[src/rtl/cubic_bspline_point_generator_macros.svh]
// Assertion macros shared by the B-spline point generator modules.
`ifndef CUBIC_BSPLINE_POINT_GENERATOR_MACROS_SVH
`define CUBIC_BSPLINE_POINT_GENERATOR_MACROS_SVH

`ifndef SYNTHESIS

// Same-cycle implication, checked on every rising edge outside reset.
`define CBS_ASSERT_IMPL(name, clk, rst, ante, cons) \
   name: assert property (@(posedge clk) disable iff (rst) (ante) |-> (cons)) \
      else $error("cbs assertion failed");

// Next-cycle implication, checked on every rising edge outside reset.
`define CBS_ASSERT_NEXT(name, clk, rst, ante, cons) \
   name: assert property (@(posedge clk) disable iff (rst) (ante) |=> (cons)) \
      else $error("cbs assertion failed");

`else

`define CBS_ASSERT_IMPL(name, clk, rst, ante, cons)
`define CBS_ASSERT_NEXT(name, clk, rst, ante, cons)

`endif

`endif

[src/rtl/cbs_pkg.sv]
// Shared types and constants of the cubic B-spline point generator.
package cbs_pkg;

   localparam int CSR_INDEX_W = 4;
   localparam int CSR_DATA_W  = 5;

   localparam logic [CSR_INDEX_W-1:0] CSR_STEPS      = 4'd0;
   localparam logic [CSR_INDEX_W-1:0] CSR_CLOSE_MODE = 4'd1;

   localparam logic [CSR_DATA_W-1:0] STEPS_RESET = 5'd6;

   // Point select codes: the window in age order, then head points one to three.
   // The codes are consecutive so a segment offset plus a tap number selects a point.
   localparam logic [2:0] SEL_W0 = 3'd0;
   localparam logic [2:0] SEL_W1 = 3'd1;
   localparam logic [2:0] SEL_W2 = 3'd2;
   localparam logic [2:0] SEL_W3 = 3'd3;
   localparam logic [2:0] SEL_H1 = 3'd4;
   localparam logic [2:0] SEL_H2 = 3'd5;
   localparam logic [2:0] SEL_H3 = 3'd6;

   typedef struct packed {
      logic       load;
      logic       head_wr;
      logic [1:0] head_idx;
      logic       mac_en;
      logic       mac_first;
      logic [1:0] k;
      logic [2:0] pt_sel;
      logic       out_load;
      logic       out_last;
   } cmd_type;

   typedef struct packed {
      logic out_free;
      logic closed_match;
   } status_type;

endpackage

[src/rtl/cbs_ctrl.sv]
// Sequencer of the B-spline point generator: path tracking, segment and sample loops.
`include "cubic_bspline_point_generator_macros.svh"

module cbs_ctrl #(
   parameter int MAX_STEPS = 16,
   parameter int SW        = 4
) (
   input  logic                             clock,
   input  logic                             reset,
   input  logic                             csr_write,
   input  logic [cbs_pkg::CSR_INDEX_W-1:0]  csr_index,
   input  logic [cbs_pkg::CSR_DATA_W-1:0]   csr_data,
   input  logic                             req_valid,
   input  logic                             req_path_end,
   output logic                             req_ready,
   output cbs_pkg::cmd_type                 cmd,
   output logic [SW-1:0]                    step_sm1,
   output logic [SW-1:0]                    step_j,
   input  cbs_pkg::status_type              status
);
   import cbs_pkg::*;

   typedef enum logic [1:0] {
      S_IDLE,
      S_MAC,
      S_DRAIN,
      S_OUT
   } state_type;

   localparam logic [2:0] PTS_FULL = 3'd4;
   localparam logic [1:0] SEG_LAST = 2'd3;
   localparam logic [1:0] K_LAST   = 2'd3;

   state_type             state_ff, state_in;
   logic [2:0]            ps_ff, ps_in;
   logic                  end_ff, end_in;
   logic [1:0]            seg_ff, seg_in;
   logic                  tail_ff, tail_in;
   logic [1:0]            k_ff, k_in;
   logic                  drain_ff, drain_in;
   logic [SW-1:0]         j_ff, j_in;
   logic [CSR_DATA_W-1:0] steps_ff, steps_in;
   logic                  close_ff, close_in;

   logic [CSR_DATA_W-1:0] s_eff;
   logic [CSR_DATA_W-1:0] s_eff_m1;
   logic [2:0]            ps_next;
   logic                  seg_done;

   always_comb begin
      if (steps_ff == '0) begin
         s_eff = CSR_DATA_W'(1);
      end else if (steps_ff > CSR_DATA_W'(MAX_STEPS)) begin
         s_eff = CSR_DATA_W'(MAX_STEPS);
      end else begin
         s_eff = steps_ff;
      end
   end

   assign s_eff_m1 = s_eff - CSR_DATA_W'(1);
   assign step_sm1 = s_eff_m1[SW-1:0];
   assign step_j   = j_ff;
   assign ps_next  = (ps_ff == PTS_FULL) ? PTS_FULL : ps_ff + 3'd1;
   assign seg_done = tail_ff || (j_ff == step_sm1);
   assign req_ready = (state_ff == S_IDLE);

   always_comb begin
      state_in = state_ff;
      ps_in    = ps_ff;
      end_in   = end_ff;
      seg_in   = seg_ff;
      tail_in  = tail_ff;
      k_in     = k_ff;
      drain_in = drain_ff;
      j_in     = j_ff;
      steps_in = steps_ff;
      close_in = close_ff;
      cmd      = '0;

      if (csr_write) begin
         case (csr_index)
            CSR_STEPS: begin
               steps_in = csr_data;
            end
            CSR_CLOSE_MODE: begin
               close_in = csr_data[0];
            end
            default: begin
            end
         endcase
      end

      case (state_ff)
         S_IDLE: begin
            if (req_valid) begin
               cmd.load     = 1'b1;
               cmd.head_wr  = (ps_ff != PTS_FULL);
               cmd.head_idx = ps_ff[1:0];
               end_in       = req_path_end;
               ps_in        = req_path_end ? 3'd0 : ps_next;
               seg_in       = '0;
               tail_in      = 1'b0;
               k_in         = '0;
               j_in         = '0;
               if (ps_next == PTS_FULL) begin
                  state_in = S_MAC;
               end
            end
         end
         S_MAC: begin
            cmd.mac_en    = 1'b1;
            cmd.mac_first = (k_ff == 2'd0);
            cmd.k         = k_ff;
            if (tail_ff) begin
               // The end point repeats the newest window point in the last tap.
               cmd.pt_sel = (k_ff == K_LAST) ? SEL_W3 : SEL_W1 + 3'(k_ff);
            end else begin
               cmd.pt_sel = SEL_W0 + 3'(seg_ff) + 3'(k_ff);
            end
            k_in = k_ff + 2'd1;
            if (k_ff == K_LAST) begin
               state_in = S_DRAIN;
               drain_in = 1'b0;
            end
         end
         S_DRAIN: begin
            drain_in = 1'b1;
            if (drain_ff) begin
               state_in = S_OUT;
            end
         end
         S_OUT: begin
            if (status.out_free) begin
               cmd.out_load = 1'b1;
               cmd.out_last = end_ff && (tail_ff || (seg_done && seg_ff == SEG_LAST));
               if (!seg_done) begin
                  j_in     = j_ff + SW'(1);
                  state_in = S_MAC;
               end else if (!end_ff || tail_ff || seg_ff == SEG_LAST) begin
                  state_in = S_IDLE;
               end else if (seg_ff == 2'd0 && !(close_ff && status.closed_match)) begin
                  tail_in  = 1'b1;
                  j_in     = '0;
                  state_in = S_MAC;
               end else begin
                  seg_in   = seg_ff + 2'd1;
                  j_in     = '0;
                  state_in = S_MAC;
               end
            end
         end
         default: begin
            state_in = S_IDLE;
         end
      endcase
   end

   always_ff @(posedge clock) begin
      if (reset) begin
         state_ff <= S_IDLE;
         ps_ff    <= '0;
         end_ff   <= 1'b0;
         seg_ff   <= '0;
         tail_ff  <= 1'b0;
         k_ff     <= '0;
         drain_ff <= 1'b0;
         j_ff     <= '0;
         steps_ff <= STEPS_RESET;
         close_ff <= 1'b0;
      end else begin
         state_ff <= state_in;
         ps_ff    <= ps_in;
         end_ff   <= end_in;
         seg_ff   <= seg_in;
         tail_ff  <= tail_in;
         k_ff     <= k_in;
         drain_ff <= drain_in;
         j_ff     <= j_in;
         steps_ff <= steps_in;
         close_ff <= close_in;
      end
   end

   `CBS_ASSERT_IMPL(a_load_when_free, clock, reset, cmd.out_load, status.out_free)
   `CBS_ASSERT_IMPL(a_sample_in_range, clock, reset, state_ff == S_MAC, j_ff <= step_sm1)
   `CBS_ASSERT_IMPL(a_tail_first_seg, clock, reset, tail_ff, seg_ff == 2'd0 && j_ff == '0)

endmodule

[src/rtl/cbs_dpath.sv]
// Datapath of the B-spline point generator: point stores, weight table, MAC and rounding.
`include "cubic_bspline_point_generator_macros.svh"

module cbs_dpath #(
   parameter int COORD_BITS       = 24,
   parameter int WEIGHT_FRAC_BITS = 16,
   parameter int MAX_STEPS        = 16,
   parameter int SW               = 4
) (
   input  logic                          clock,
   input  logic                          reset,
   input  logic signed [COORD_BITS-1:0]  req_point_x,
   input  logic signed [COORD_BITS-1:0]  req_point_y,
   input  cbs_pkg::cmd_type              cmd,
   input  logic [SW-1:0]                 step_sm1,
   input  logic [SW-1:0]                 step_j,
   output cbs_pkg::status_type           status,
   output logic                          rsp_valid,
   input  logic                          rsp_ready,
   output logic signed [COORD_BITS-1:0]  rsp_curve_x,
   output logic signed [COORD_BITS-1:0]  rsp_curve_y,
   output logic                          rsp_curve_last
);
   import cbs_pkg::*;

   localparam int WFB = WEIGHT_FRAC_BITS;
   localparam int PW  = COORD_BITS + WFB + 1;
   localparam int AW  = PW + 2;
   localparam int RW  = AW - WFB;

   localparam logic signed [AW-1:0] HALF = {{(AW-1){1'b0}}, 1'b1} << (WFB - 1);
   localparam logic signed [RW-1:0] SAT_HI =
      {{(RW-COORD_BITS+1){1'b0}}, {(COORD_BITS-1){1'b1}}};
   localparam logic signed [RW-1:0] SAT_LO = ~SAT_HI;

   logic signed [COORD_BITS-1:0] win_x_ff  [4];
   logic signed [COORD_BITS-1:0] win_y_ff  [4];
   logic signed [COORD_BITS-1:0] head_x_ff [4];
   logic signed [COORD_BITS-1:0] head_y_ff [4];

   logic [WFB-1:0] wt_tab [4][MAX_STEPS][MAX_STEPS];

   logic signed [COORD_BITS-1:0] sel_x, sel_y;
   logic signed [COORD_BITS-1:0] opx_ff, opy_ff;
   logic [WFB-1:0]               w_ff;
   logic signed [WFB:0]          w_s;
   logic                         v1_ff, f1_ff;
   logic signed [PW-1:0]         prod_x_in, prod_y_in;
   logic signed [PW-1:0]         prod_x_ff, prod_y_ff;
   logic                         v2_ff, f2_ff;
   logic signed [AW-1:0]         acc_x_ff, acc_y_ff;
   logic signed [AW-1:0]         acc_x_in, acc_y_in;
   logic                         rsp_valid_ff, rsp_valid_in;
   logic signed [COORD_BITS-1:0] curve_x_ff, curve_y_ff;
   logic                         curve_last_ff;

   // Exact rational weights for t = j/s, rounded to nearest with ties up.
   for (genvar gs = 1; gs <= MAX_STEPS; gs++) begin : g_s
      for (genvar gj = 0; gj < MAX_STEPS; gj++) begin : g_j
         for (genvar gk = 0; gk < 4; gk++) begin : g_k
            localparam longint S   = gs;
            localparam longint J   = gj;
            localparam longint D   = S - J;
            localparam longint A   = (gk == 0) ? D * D * D :
                                     (gk == 1) ? 3 * J * J * J - 6 * J * J * S + 4 * S * S * S :
                                     (gk == 2) ? -3 * J * J * J + 3 * J * J * S + 3 * J * S * S
                                                 + S * S * S :
                                     J * J * J;
            localparam longint DEN = 6 * S * S * S;
            localparam longint WV  = (gj < gs) ? ((A << WFB) + DEN / 2) / DEN : 0;
            assign wt_tab[gk][gs-1][gj] = WV[WFB-1:0];
         end
      end
   end

   function automatic logic signed [COORD_BITS-1:0] round_sat(input logic signed [AW-1:0] acc);
      logic signed [AW-1:0] biased;
      logic signed [RW-1:0] r;
      biased = acc + HALF;
      r      = biased[AW-1:WFB];
      if (r > SAT_HI) begin
         return SAT_HI[COORD_BITS-1:0];
      end else if (r < SAT_LO) begin
         return SAT_LO[COORD_BITS-1:0];
      end
      return r[COORD_BITS-1:0];
   endfunction

   always_comb begin
      case (cmd.pt_sel)
         SEL_W0: begin
            sel_x = win_x_ff[0];
            sel_y = win_y_ff[0];
         end
         SEL_W1: begin
            sel_x = win_x_ff[1];
            sel_y = win_y_ff[1];
         end
         SEL_W2: begin
            sel_x = win_x_ff[2];
            sel_y = win_y_ff[2];
         end
         SEL_W3: begin
            sel_x = win_x_ff[3];
            sel_y = win_y_ff[3];
         end
         SEL_H1: begin
            sel_x = head_x_ff[1];
            sel_y = head_y_ff[1];
         end
         SEL_H2: begin
            sel_x = head_x_ff[2];
            sel_y = head_y_ff[2];
         end
         SEL_H3: begin
            sel_x = head_x_ff[3];
            sel_y = head_y_ff[3];
         end
         default: begin
            sel_x = win_x_ff[0];
            sel_y = win_y_ff[0];
         end
      endcase
   end

   assign w_s       = $signed({1'b0, w_ff});
   assign prod_x_in = PW'(opx_ff) * PW'(w_s);
   assign prod_y_in = PW'(opy_ff) * PW'(w_s);
   assign acc_x_in  = (f2_ff ? AW'(0) : acc_x_ff) + AW'(prod_x_ff);
   assign acc_y_in  = (f2_ff ? AW'(0) : acc_y_ff) + AW'(prod_y_ff);

   assign status.out_free     = !rsp_valid_ff || rsp_ready;
   assign status.closed_match = (win_x_ff[3] == head_x_ff[0]) && (win_y_ff[3] == head_y_ff[0]);

   always_comb begin
      rsp_valid_in = rsp_valid_ff;
      if (cmd.out_load) begin
         rsp_valid_in = 1'b1;
      end else if (rsp_ready) begin
         rsp_valid_in = 1'b0;
      end
   end

   always_ff @(posedge clock) begin
      if (reset) begin
         v1_ff        <= 1'b0;
         v2_ff        <= 1'b0;
         rsp_valid_ff <= 1'b0;
      end else begin
         v1_ff        <= cmd.mac_en;
         v2_ff        <= v1_ff;
         rsp_valid_ff <= rsp_valid_in;
      end
   end

   always_ff @(posedge clock) begin
      if (cmd.load) begin
         win_x_ff[0] <= win_x_ff[1];
         win_x_ff[1] <= win_x_ff[2];
         win_x_ff[2] <= win_x_ff[3];
         win_x_ff[3] <= req_point_x;
         win_y_ff[0] <= win_y_ff[1];
         win_y_ff[1] <= win_y_ff[2];
         win_y_ff[2] <= win_y_ff[3];
         win_y_ff[3] <= req_point_y;
         if (cmd.head_wr) begin
            head_x_ff[cmd.head_idx] <= req_point_x;
            head_y_ff[cmd.head_idx] <= req_point_y;
         end
      end
      opx_ff    <= sel_x;
      opy_ff    <= sel_y;
      w_ff      <= wt_tab[cmd.k][step_sm1][step_j];
      f1_ff     <= cmd.mac_first;
      prod_x_ff <= prod_x_in;
      prod_y_ff <= prod_y_in;
      f2_ff     <= f1_ff;
      if (v2_ff) begin
         acc_x_ff <= acc_x_in;
         acc_y_ff <= acc_y_in;
      end
      if (cmd.out_load) begin
         curve_x_ff    <= round_sat(acc_x_ff);
         curve_y_ff    <= round_sat(acc_y_ff);
         curve_last_ff <= cmd.out_last;
      end
   end

   assign rsp_valid      = rsp_valid_ff;
   assign rsp_curve_x    = curve_x_ff;
   assign rsp_curve_y    = curve_y_ff;
   assign rsp_curve_last = curve_last_ff;

   `CBS_ASSERT_IMPL(a_out_after_drain, clock, reset, cmd.out_load, !v1_ff && !v2_ff)
   `CBS_ASSERT_IMPL(a_load_when_quiet, clock, reset, cmd.load, !v1_ff && !v2_ff && !cmd.mac_en)
   `CBS_ASSERT_IMPL(a_pipe_order, clock, reset, v2_ff, $past(v1_ff))

endmodule

[src/rtl/cubic_bspline_point_generator.sv]
// Top level of the uniform cubic B-spline point generator.
//
//   Channel  Direction  Handshake            Payload
//   req      in         req_valid/req_ready  req_point_x, req_point_y, req_path_end
//   rsp      out        rsp_valid/rsp_ready  rsp_curve_x, rsp_curve_y, rsp_curve_last
//   csr      in         csr_write            csr_index, csr_data
//
// Each curve sample takes four multiply-accumulate steps on one x/y multiplier pair,
// a drain of the product pipeline and one result load. A control point that fills the
// window yields steps samples; a path's last point adds steps samples for each of the three
// wrap-around segments of a closed curve, or one sample for the end point otherwise.
// Reset is synchronous and clears the sequencer and handshake state; the point stores are
// written before they are read and need no clearing.
// A stalled result channel holds the sequencer at its load step; a new point is taken as
// soon as the last sample of the previous one sits in the output register.
module cubic_bspline_point_generator #(
   parameter int COORD_BITS       = 24,
   parameter int WEIGHT_FRAC_BITS = 16,
   parameter int MAX_STEPS        = 16
) (
   input  logic                             clock,
   input  logic                             reset,
   input  logic                             csr_write,
   input  logic [cbs_pkg::CSR_INDEX_W-1:0]  csr_index,
   input  logic [cbs_pkg::CSR_DATA_W-1:0]   csr_data,
   input  logic                             req_valid,
   output logic                             req_ready,
   input  logic signed [COORD_BITS-1:0]     req_point_x,
   input  logic signed [COORD_BITS-1:0]     req_point_y,
   input  logic                             req_path_end,
   output logic                             rsp_valid,
   input  logic                             rsp_ready,
   output logic signed [COORD_BITS-1:0]     rsp_curve_x,
   output logic signed [COORD_BITS-1:0]     rsp_curve_y,
   output logic                             rsp_curve_last
);
   import cbs_pkg::*;

   localparam int SW = (MAX_STEPS > 1) ? $clog2(MAX_STEPS) : 1;

   cmd_type       cmd;
   status_type    status;
   logic [SW-1:0] step_sm1;
   logic [SW-1:0] step_j;

   cbs_ctrl #(
      .MAX_STEPS (MAX_STEPS),
      .SW        (SW)
   ) u_ctrl (
      .clock        (clock),
      .reset        (reset),
      .csr_write    (csr_write),
      .csr_index    (csr_index),
      .csr_data     (csr_data),
      .req_valid    (req_valid),
      .req_path_end (req_path_end),
      .req_ready    (req_ready),
      .cmd          (cmd),
      .step_sm1     (step_sm1),
      .step_j       (step_j),
      .status       (status)
   );

   cbs_dpath #(
      .COORD_BITS       (COORD_BITS),
      .WEIGHT_FRAC_BITS (WEIGHT_FRAC_BITS),
      .MAX_STEPS        (MAX_STEPS),
      .SW               (SW)
   ) u_dpath (
      .clock          (clock),
      .reset          (reset),
      .req_point_x    (req_point_x),
      .req_point_y    (req_point_y),
      .cmd            (cmd),
      .step_sm1       (step_sm1),
      .step_j         (step_j),
      .status         (status),
      .rsp_valid      (rsp_valid),
      .rsp_ready      (rsp_ready),
      .rsp_curve_x    (rsp_curve_x),
      .rsp_curve_y    (rsp_curve_y),
      .rsp_curve_last (rsp_curve_last)
   );

endmodule
[config.mk]
export PLATFORM = sky130hd
export DESIGN_NAME = cubic_bspline_point_generator
export DESIGN_NICKNAME = d
export VERILOG_FILES = /design/src/rtl/cbs_pkg.sv /design/src/rtl/cbs_ctrl.sv /design/src/rtl/cbs_dpath.sv /design/src/rtl/cubic_bspline_point_generator.sv
export VERILOG_INCLUDE_DIRS = /design/src /design/src/rtl
export SDC_FILE = /design/constraint.sdc
export NUM_CORES = 2
export LEC_CHECK = 0
export ABC_AREA = 1
export BUFFER_PORTS_ARGS = -buffer_cell sky130_fd_sc_hd__buf_4
export CAP_MARGIN = 20
export CORE_MARGIN = 2
export CORE_UTILIZATION = 59
export CTS_CLUSTER_SIZE = 16
export DETAILED_ROUTE_END_ITERATION = 16
export PLACE_DENSITY_LB_ADDON = 0.08
export SYNTH_ARGS = -nofsm -noshare
export SYNTH_HDL_FRONTEND = slang
export SYNTH_SLANG_ARGS = --single-unit
[constraint.sdc]
create_clock -name clock -period 12.59 [get_ports clock]
set_input_delay 1.259 -clock clock [delete_from_list [all_inputs] [get_ports clock]]
set_output_delay 1.259 -clock clock [all_outputs]
set_load 0.01 [all_outputs]
# [Word-level counts from Yosys, hierarchy flattened]
# Memory sizes are Yosys's and may differ from the RTL's.
# Index checks and enable logic that the tools add are counted.
[word_totals] ff_bits=308 mem_bits_rw=384 inputBits=63 n_memories=4
[mem_list] name="u_dpath.head_x_ff" depth=4 word_bits=24 rd=4 rd_ports_with_merged_regs=0 wr=1 line_no="cbs_dpath.sv:38" rtl="logic signed [COORD_BITS-1:0] head_x_ff [4];"
[mem_list] name="u_dpath.head_y_ff" depth=4 word_bits=24 rd=4 rd_ports_with_merged_regs=0 wr=1 line_no="cbs_dpath.sv:39" rtl="logic signed [COORD_BITS-1:0] head_y_ff [4];"
[mem_list] name="u_dpath.win_x_ff" depth=4 word_bits=24 rd=4 rd_ports_with_merged_regs=0 wr=4 line_no="cbs_dpath.sv:36" rtl="logic signed [COORD_BITS-1:0] win_x_ff [4];"
[mem_list] name="u_dpath.win_y_ff" depth=4 word_bits=24 rd=4 rd_ports_with_merged_regs=0 wr=4 line_no="cbs_dpath.sv:37" rtl="logic signed [COORD_BITS-1:0] win_y_ff [4];"
[classes] addsub=11 n_mul=2 n_lt_le_gt_ge=8 n_eq_ne=28 mux=71 bitwise_logic=3 reduce_logical=32
[ops] cell="binary-select mux 4096 bit (select 2 bit)" count=1
[ops] cell="two-way mux 4096 bit" count=2
[ops] cell="binary-select mux 256 bit (select 4 bit)" count=1
[ops] cell="two-way mux 256 bit" count=2
[ops] cell="one-hot mux 24 bit (6 select lines)" count=2
[ops] cell="two-way mux 24 bit" count=6
[ops] cell="adder 43 x 17 -> 43 bit, second input constant" count=2
[ops] cell="adder 43 x 41 -> 43 bit" count=2
[ops] cell="two-way mux 43 bit" count=2
[ops] cell="multiplier 24 x 17 -> 41 bit" count=2
[ops] cell="binary-select mux 16 bit (select 4 bit)" count=1
[ops] cell="greater-than comparator 27 x 24 -> 1 bit, second input constant" count=2
[ops] cell="less-than comparator 27 x 24 -> 1 bit, second input constant" count=2
[ops] cell="== test 24 bit" count=2
[ops] cell="two-way mux 16 bit" count=2
[ops] cell="two-way mux 4 bit" count=8
[ops] cell="two-way mux 2 bit" count=13
[ops] cell="two-way mux 1 bit" count=20
[ops] cell="== test 3 bit, second input constant" count=5
[ops] cell="two-way mux 3 bit" count=4
[ops] cell="AND reduction 2 bit" count=6
[ops] cell="AND reduction 6 bit" count=2
[ops] cell=">= comparator 5 bit, second input constant" count=2
[ops] cell="!= test 2 x 1 -> 1 bit, second input constant" count=5
[ops] cell="32 further kinds" count=59

# [Depth between registers and ports, before layout]
[depth] word_depth=14 mapped_depth=29

# [Modules after synthesis]
# From an unflattened synthesis, not the netlist that was laid out.
[hier_totals] hier_cells=8812 area_unflattened_um2=69296.5
[by_module_without_submodules] module="cbs_dpath" n_inst=1 cells_each=8588 area_each_um2=67777.5 seq_area_each_um2=18607.8
[by_module_without_submodules] module="cbs_ctrl" n_inst=1 cells_each=224 area_each_um2=1519.0 seq_area_each_um2=440.4

# [Least setup slack after synthesis]
# Ideal clock, no wire load.
[synth_timing] path_type="input -> register" from="in req_valid" to="mem u_dpath.head_x_ff[2][0], enable pin" arrival_time_ns=8.875 required_time_ns=12.077 setup_slack_ns=3.202 cell_stages=4 path_cell_list="nand2_1 > inv_1 > nand2_1 > nor3_1"
[synth_rtl] item="from (decl)" line_no="cubic_bspline_point_generator.sv:26" rtl="input logic req_valid,"
[synth_rtl] item="to (decl)" line_no="cbs_dpath.sv:38"

# [Worst setup path after layout]
[layout_timing] from="reg u_dpath.opx_ff[9]" to="reg u_dpath.prod_x_ff[25]"
[layout_via] elab_chain_len=1
[layout_lines] item="from (decl)" line_no="cbs_dpath.sv:44" rtl="logic signed [COORD_BITS-1:0] opx_ff, opy_ff;"
[layout_lines] item="from (signal assigned)" line_no="cbs_dpath.sv:171" rtl="opx_ff <= sel_x;"
[layout_lines] item="multiplier 24 x 17 -> 41 bit" line_no="cbs_dpath.sv:127" rtl="assign prod_x_in = PW'(opx_ff) * PW'(w_s);"
[layout_lines] item="named net u_dpath.prod_x_in[25]" line_no="cbs_dpath.sv:48" rtl="logic signed [PW-1:0] prod_x_in, prod_y_in;"
[layout_lines] item="to (signal assigned)" line_no="cbs_dpath.sv:175" rtl="prod_x_ff <= prod_x_in;"
[layout_lines] item="to (decl)" line_no="cbs_dpath.sv:49" rtl="logic signed [PW-1:0] prod_x_ff, prod_y_ff;"
# The timed path passes the listed nets, and every way through them passes these cells.
# A chain may end at the register's enable or synchronous reset.

==> key figures <==
Clock network
  • H-tree depth: 3
  • TritonCTS clock tree: done
  • Worst skew pair latency: 0.74 ns
  • Num CTS Buffers: 76
  • Post-CTS Setup Repair Bufs: 0
  • CTS resizes: 0
  • CTS Root Cell: clkbuf_16
  • Clock slew at reported path FFs: 0.07 ns
  • TritonCTS Sinks: 692
  • Clk buf depth: 3
  • CTS hold repair buffers: 0

Timing
  • RSZ-0062 raised after global routing: no
  • Hold Vio Cnt, Final: 0
  • Fmax: 0.149 GHz
  • Worst-case clock skew: 0.106 ns
  • Fin Hold WS: 0.405 ns
  • Final max-slew violation count: 0
  • Worst slew pin tran: 1.20 ns
  • Period utilisation layout: 0.531
  • Rel. slew slack: 0.198
  • Tmin final: 6.69 ns
  • Final setup fails: 0
  • Setup TNS: 0 ns

Routing
  • Routed vias/inst: 6.20
  • WL final: 270000 um
  • TritonRoute pass-1 iters: 7
  • Post-route DRC: 0
  • Vias: 62600
  • DRT iter0 DRCs: 9129
  • Per-cell routed wire length: 26.8 um
  • Routed Antenna Nets: 0

Placement
  • Inst Count DP: 9933
  • Post-place instance area: 70300 um^2
  • IO buf count: 113
  • Gpl congestion: 1.11
  • Final HPWL DP: 195000 um

Die
  • Die X: 344 um
  • IO Pins: 114
  • Initial core utilization: 0.596
  • Die height: 344 um
  • Full die area: 118000 um^2
  • Num rows: 124
  • Core Region: 114000 um^2

GRT
  • Largest net degree at the start of global routing: 111
  • Total gr overflow: 0
  • Antenna violations before repair: 18
  • Vias in the first global route: 63500
  • GRT Overall Usage: 0.455
  • Wire length of the first global-routing pass: 396000 um

Worst setup path
  • Endpoint type of the worst setup path: flip-flop
  • Worst-path fanout max: 16
  • Req. time, crit path: 13.17 ns
  • Crit Path Class: reg2reg
  • Worst EP arrival: 7.27 ns
  • CP startpoint kind: flip-flop

Cells and area
  • Syn-to-layout area delta: 7.01%
  • Fin cells: 10100
  • Fin area: 72900 um^2
  • Layout cell share with drive strength beyond 1: 0.0476
  • Filler cell count: 9157
  • Nets: 9637
  • Register area: 19100 um^2
  • Area occupied by multi-input gates: 40300 um^2

Synthesis
  • Post-Synthesis Cells: 8554
  • Post-synth top area cell: edfxtp_1
  • Syn_area_per_cell: 7.96 um^2
  • Yosys cell types: 61
  • Post-synth EDFFs: 519
  • Sequential area share after synthesis: 0.280
  • Syn_nets: 9688
  • Post-synth ARST share: 0
  • Cell Area, Synth: 68100 um^2
  • Yosys synthesis warning count: 0
  • Largest cells by area after synthesis: edfxtp_1 23%, fa_1 22%, nand2_1 12%
  • Synth cell count leaders: 2088 x nand2_1, 1983 x inv_1, 757 x fa_1
  • Main flop type after synthesis: edfxtp_1
  • Share of the synthesized area in the top cell type: 0.229
  • Flops & latches, synth: 692
  • Count leader, synth: nand2_1

Flow run
  • Max-cap viol count: 0

Status
  • Status: finished clean

Min path
  • HP Class: reg2reg
==> metrics by stage <==
step | worst slack (ns) | util
2_1_floorplan | 3.20 | -
4_1_cts | 6.00 | 0.637
3_5_place_dp | 6.06 | 0.614
6_report | 5.90 | 0.637
3_3_place_gp | 6.18 | 0.614
5_1_grt | 5.58 | 0.637
==> worst max-delay path, stage by stage (launching register included) <==
cell and delay [ns]:
dfxtp_1 1.07, nand2_1 0.22, fa_1 0.54, fa_1 0.59, fa_1 0.45, fa_1 0.54, inv_1 0.05, fa_1 0.47
inv_1 0.04, fa_1 0.48, inv_1 0.04, ha_1 0.42, nand2_1 0.14, nor2_1 0.16, inv_1 0.07, o21ai_0 0.39
a21oi_1 0.20, o21ai_0 0.34, nand2_1 0.11, nand2_1 0.10, xor2_1 0.15
==> layout by cell type (no fill, tap or decap), types with 7 or more instances in the layout <==
cell / synthesis / final
clkinv_1: 3 / 13
ha_1: 314 / 313
nand2_2: 11 / 12
o21ai_0: 332 / 332
clkbuf_16: 0 / 79
a21oi_1: 295 / 294
a31oi_1: 62 / 62
clkbuf_1: 231 / 16
nor2_1: 529 / 524
o21ai_1: 18 / 18
clkinv_2: 0 / 12
dfxtp_2: 0 / 19
and3_1: 10 / 10
buf_4: 6 / 202
nand3_1: 429 / 422
inv_2: 5 / 7
a211oi_1: 8 / 8
nand2_1: 2088 / 2087
a2111o_1: 48 / 48
o211ai_1: 29 / 29
xor2_1: 153 / 153
edfxtp_1: 519 / 519
nand4_1: 56 / 56
o2111ai_1: 10 / 10
inv_1: 1983 / 1978
nor4_1: 21 / 19
dfxtp_1: 173 / 153
diode_2: 0 / 10
a21o_1: 22 / 22
nor3_1: 48 / 46
nand3_2: 7 / 14
o22ai_1: 116 / 116
o21a_1: 15 / 15
a21boi_0: 15 / 15
xnor2_1: 68 / 68
o21bai_1: 17 / 17
fa_1: 757 / 757
nor2_2: 6 / 9
==> layer usage <==
layer | part of all wire | vias to the layer above | global-route usage
met5 | 0.00056 | - | 0
met4 | 0.066 | 20 | 0.247
met3 | 0.14 | 1232 | 0.157
met2 | 0.42 | 5045 | 0.677
met1 | 0.37 | 29900 | 0.585
li1 | - | 26300 | -
==> flip-flops by register name, summed over array words and instances, names as in the netlist, 3 cells and up <==
register,flops
u_ctrl.ps_ff,3
u_ctrl.step_j,4
u_ctrl.steps_ff,5
u_dpath.acc_x_ff,43
u_dpath.acc_y_ff,43
u_dpath.head_x_ff,96
u_dpath.head_y_ff,96
u_dpath.opx_ff,24
u_dpath.opy_ff,24
u_dpath.prod_x_ff,41
u_dpath.prod_y_ff,41
u_dpath.rsp_curve_x,24
u_dpath.rsp_curve_y,24
u_dpath.w_ff,16
u_dpath.win_x_ff,96
u_dpath.win_y_ff,96
==> final cells by class <==
class                   instances  area share
diodes                         10    0.000343
repair buffers                206      0.0218
inverters                    1991       0.103
multi-input cells            5536       0.553
clock inverters                41     0.00603
flip-flops and latches        692       0.262
clock buffers                  99      0.0287
well taps                    1512      0.0260
==> path summary, 6_finish.rpt <==
kind | from | to | slack (ns) | cells past startpoint
worst min register to register | u_dpath.f1_ff$_SDFF_PN0_ | u_dpath.f2_ff$_DFF_P_ | 0.41 | 0
worst min-delay path | u_dpath.f1_ff$_SDFF_PN0_ | u_dpath.f2_ff$_DFF_P_ | 0.41 | 0
worst max register to register | u_dpath.opx_ff[9]$_DFF_P_ | u_dpath.prod_x_ff[25]$_DFF_P_ | 5.90 | 20
worst max-delay path | u_dpath.opx_ff[9]$_DFF_P_ | u_dpath.prod_x_ff[25]$_DFF_P_ | 5.90 | 20
==> cells by family after synthesis <==
logic type	synth area share
AND/OR/NAND/NOR	0.193
buffers and inverters	0.130
adder cells (fa/ha/maj)	0.280
AO/OA/AOI/OAI	0.0888
flip-flops	0.280
XOR/XNOR	0.0284
Power is left out: the tool's default activity adds up to more than one toggle a clock period on the data nets, which glitch-free logic cannot reach.
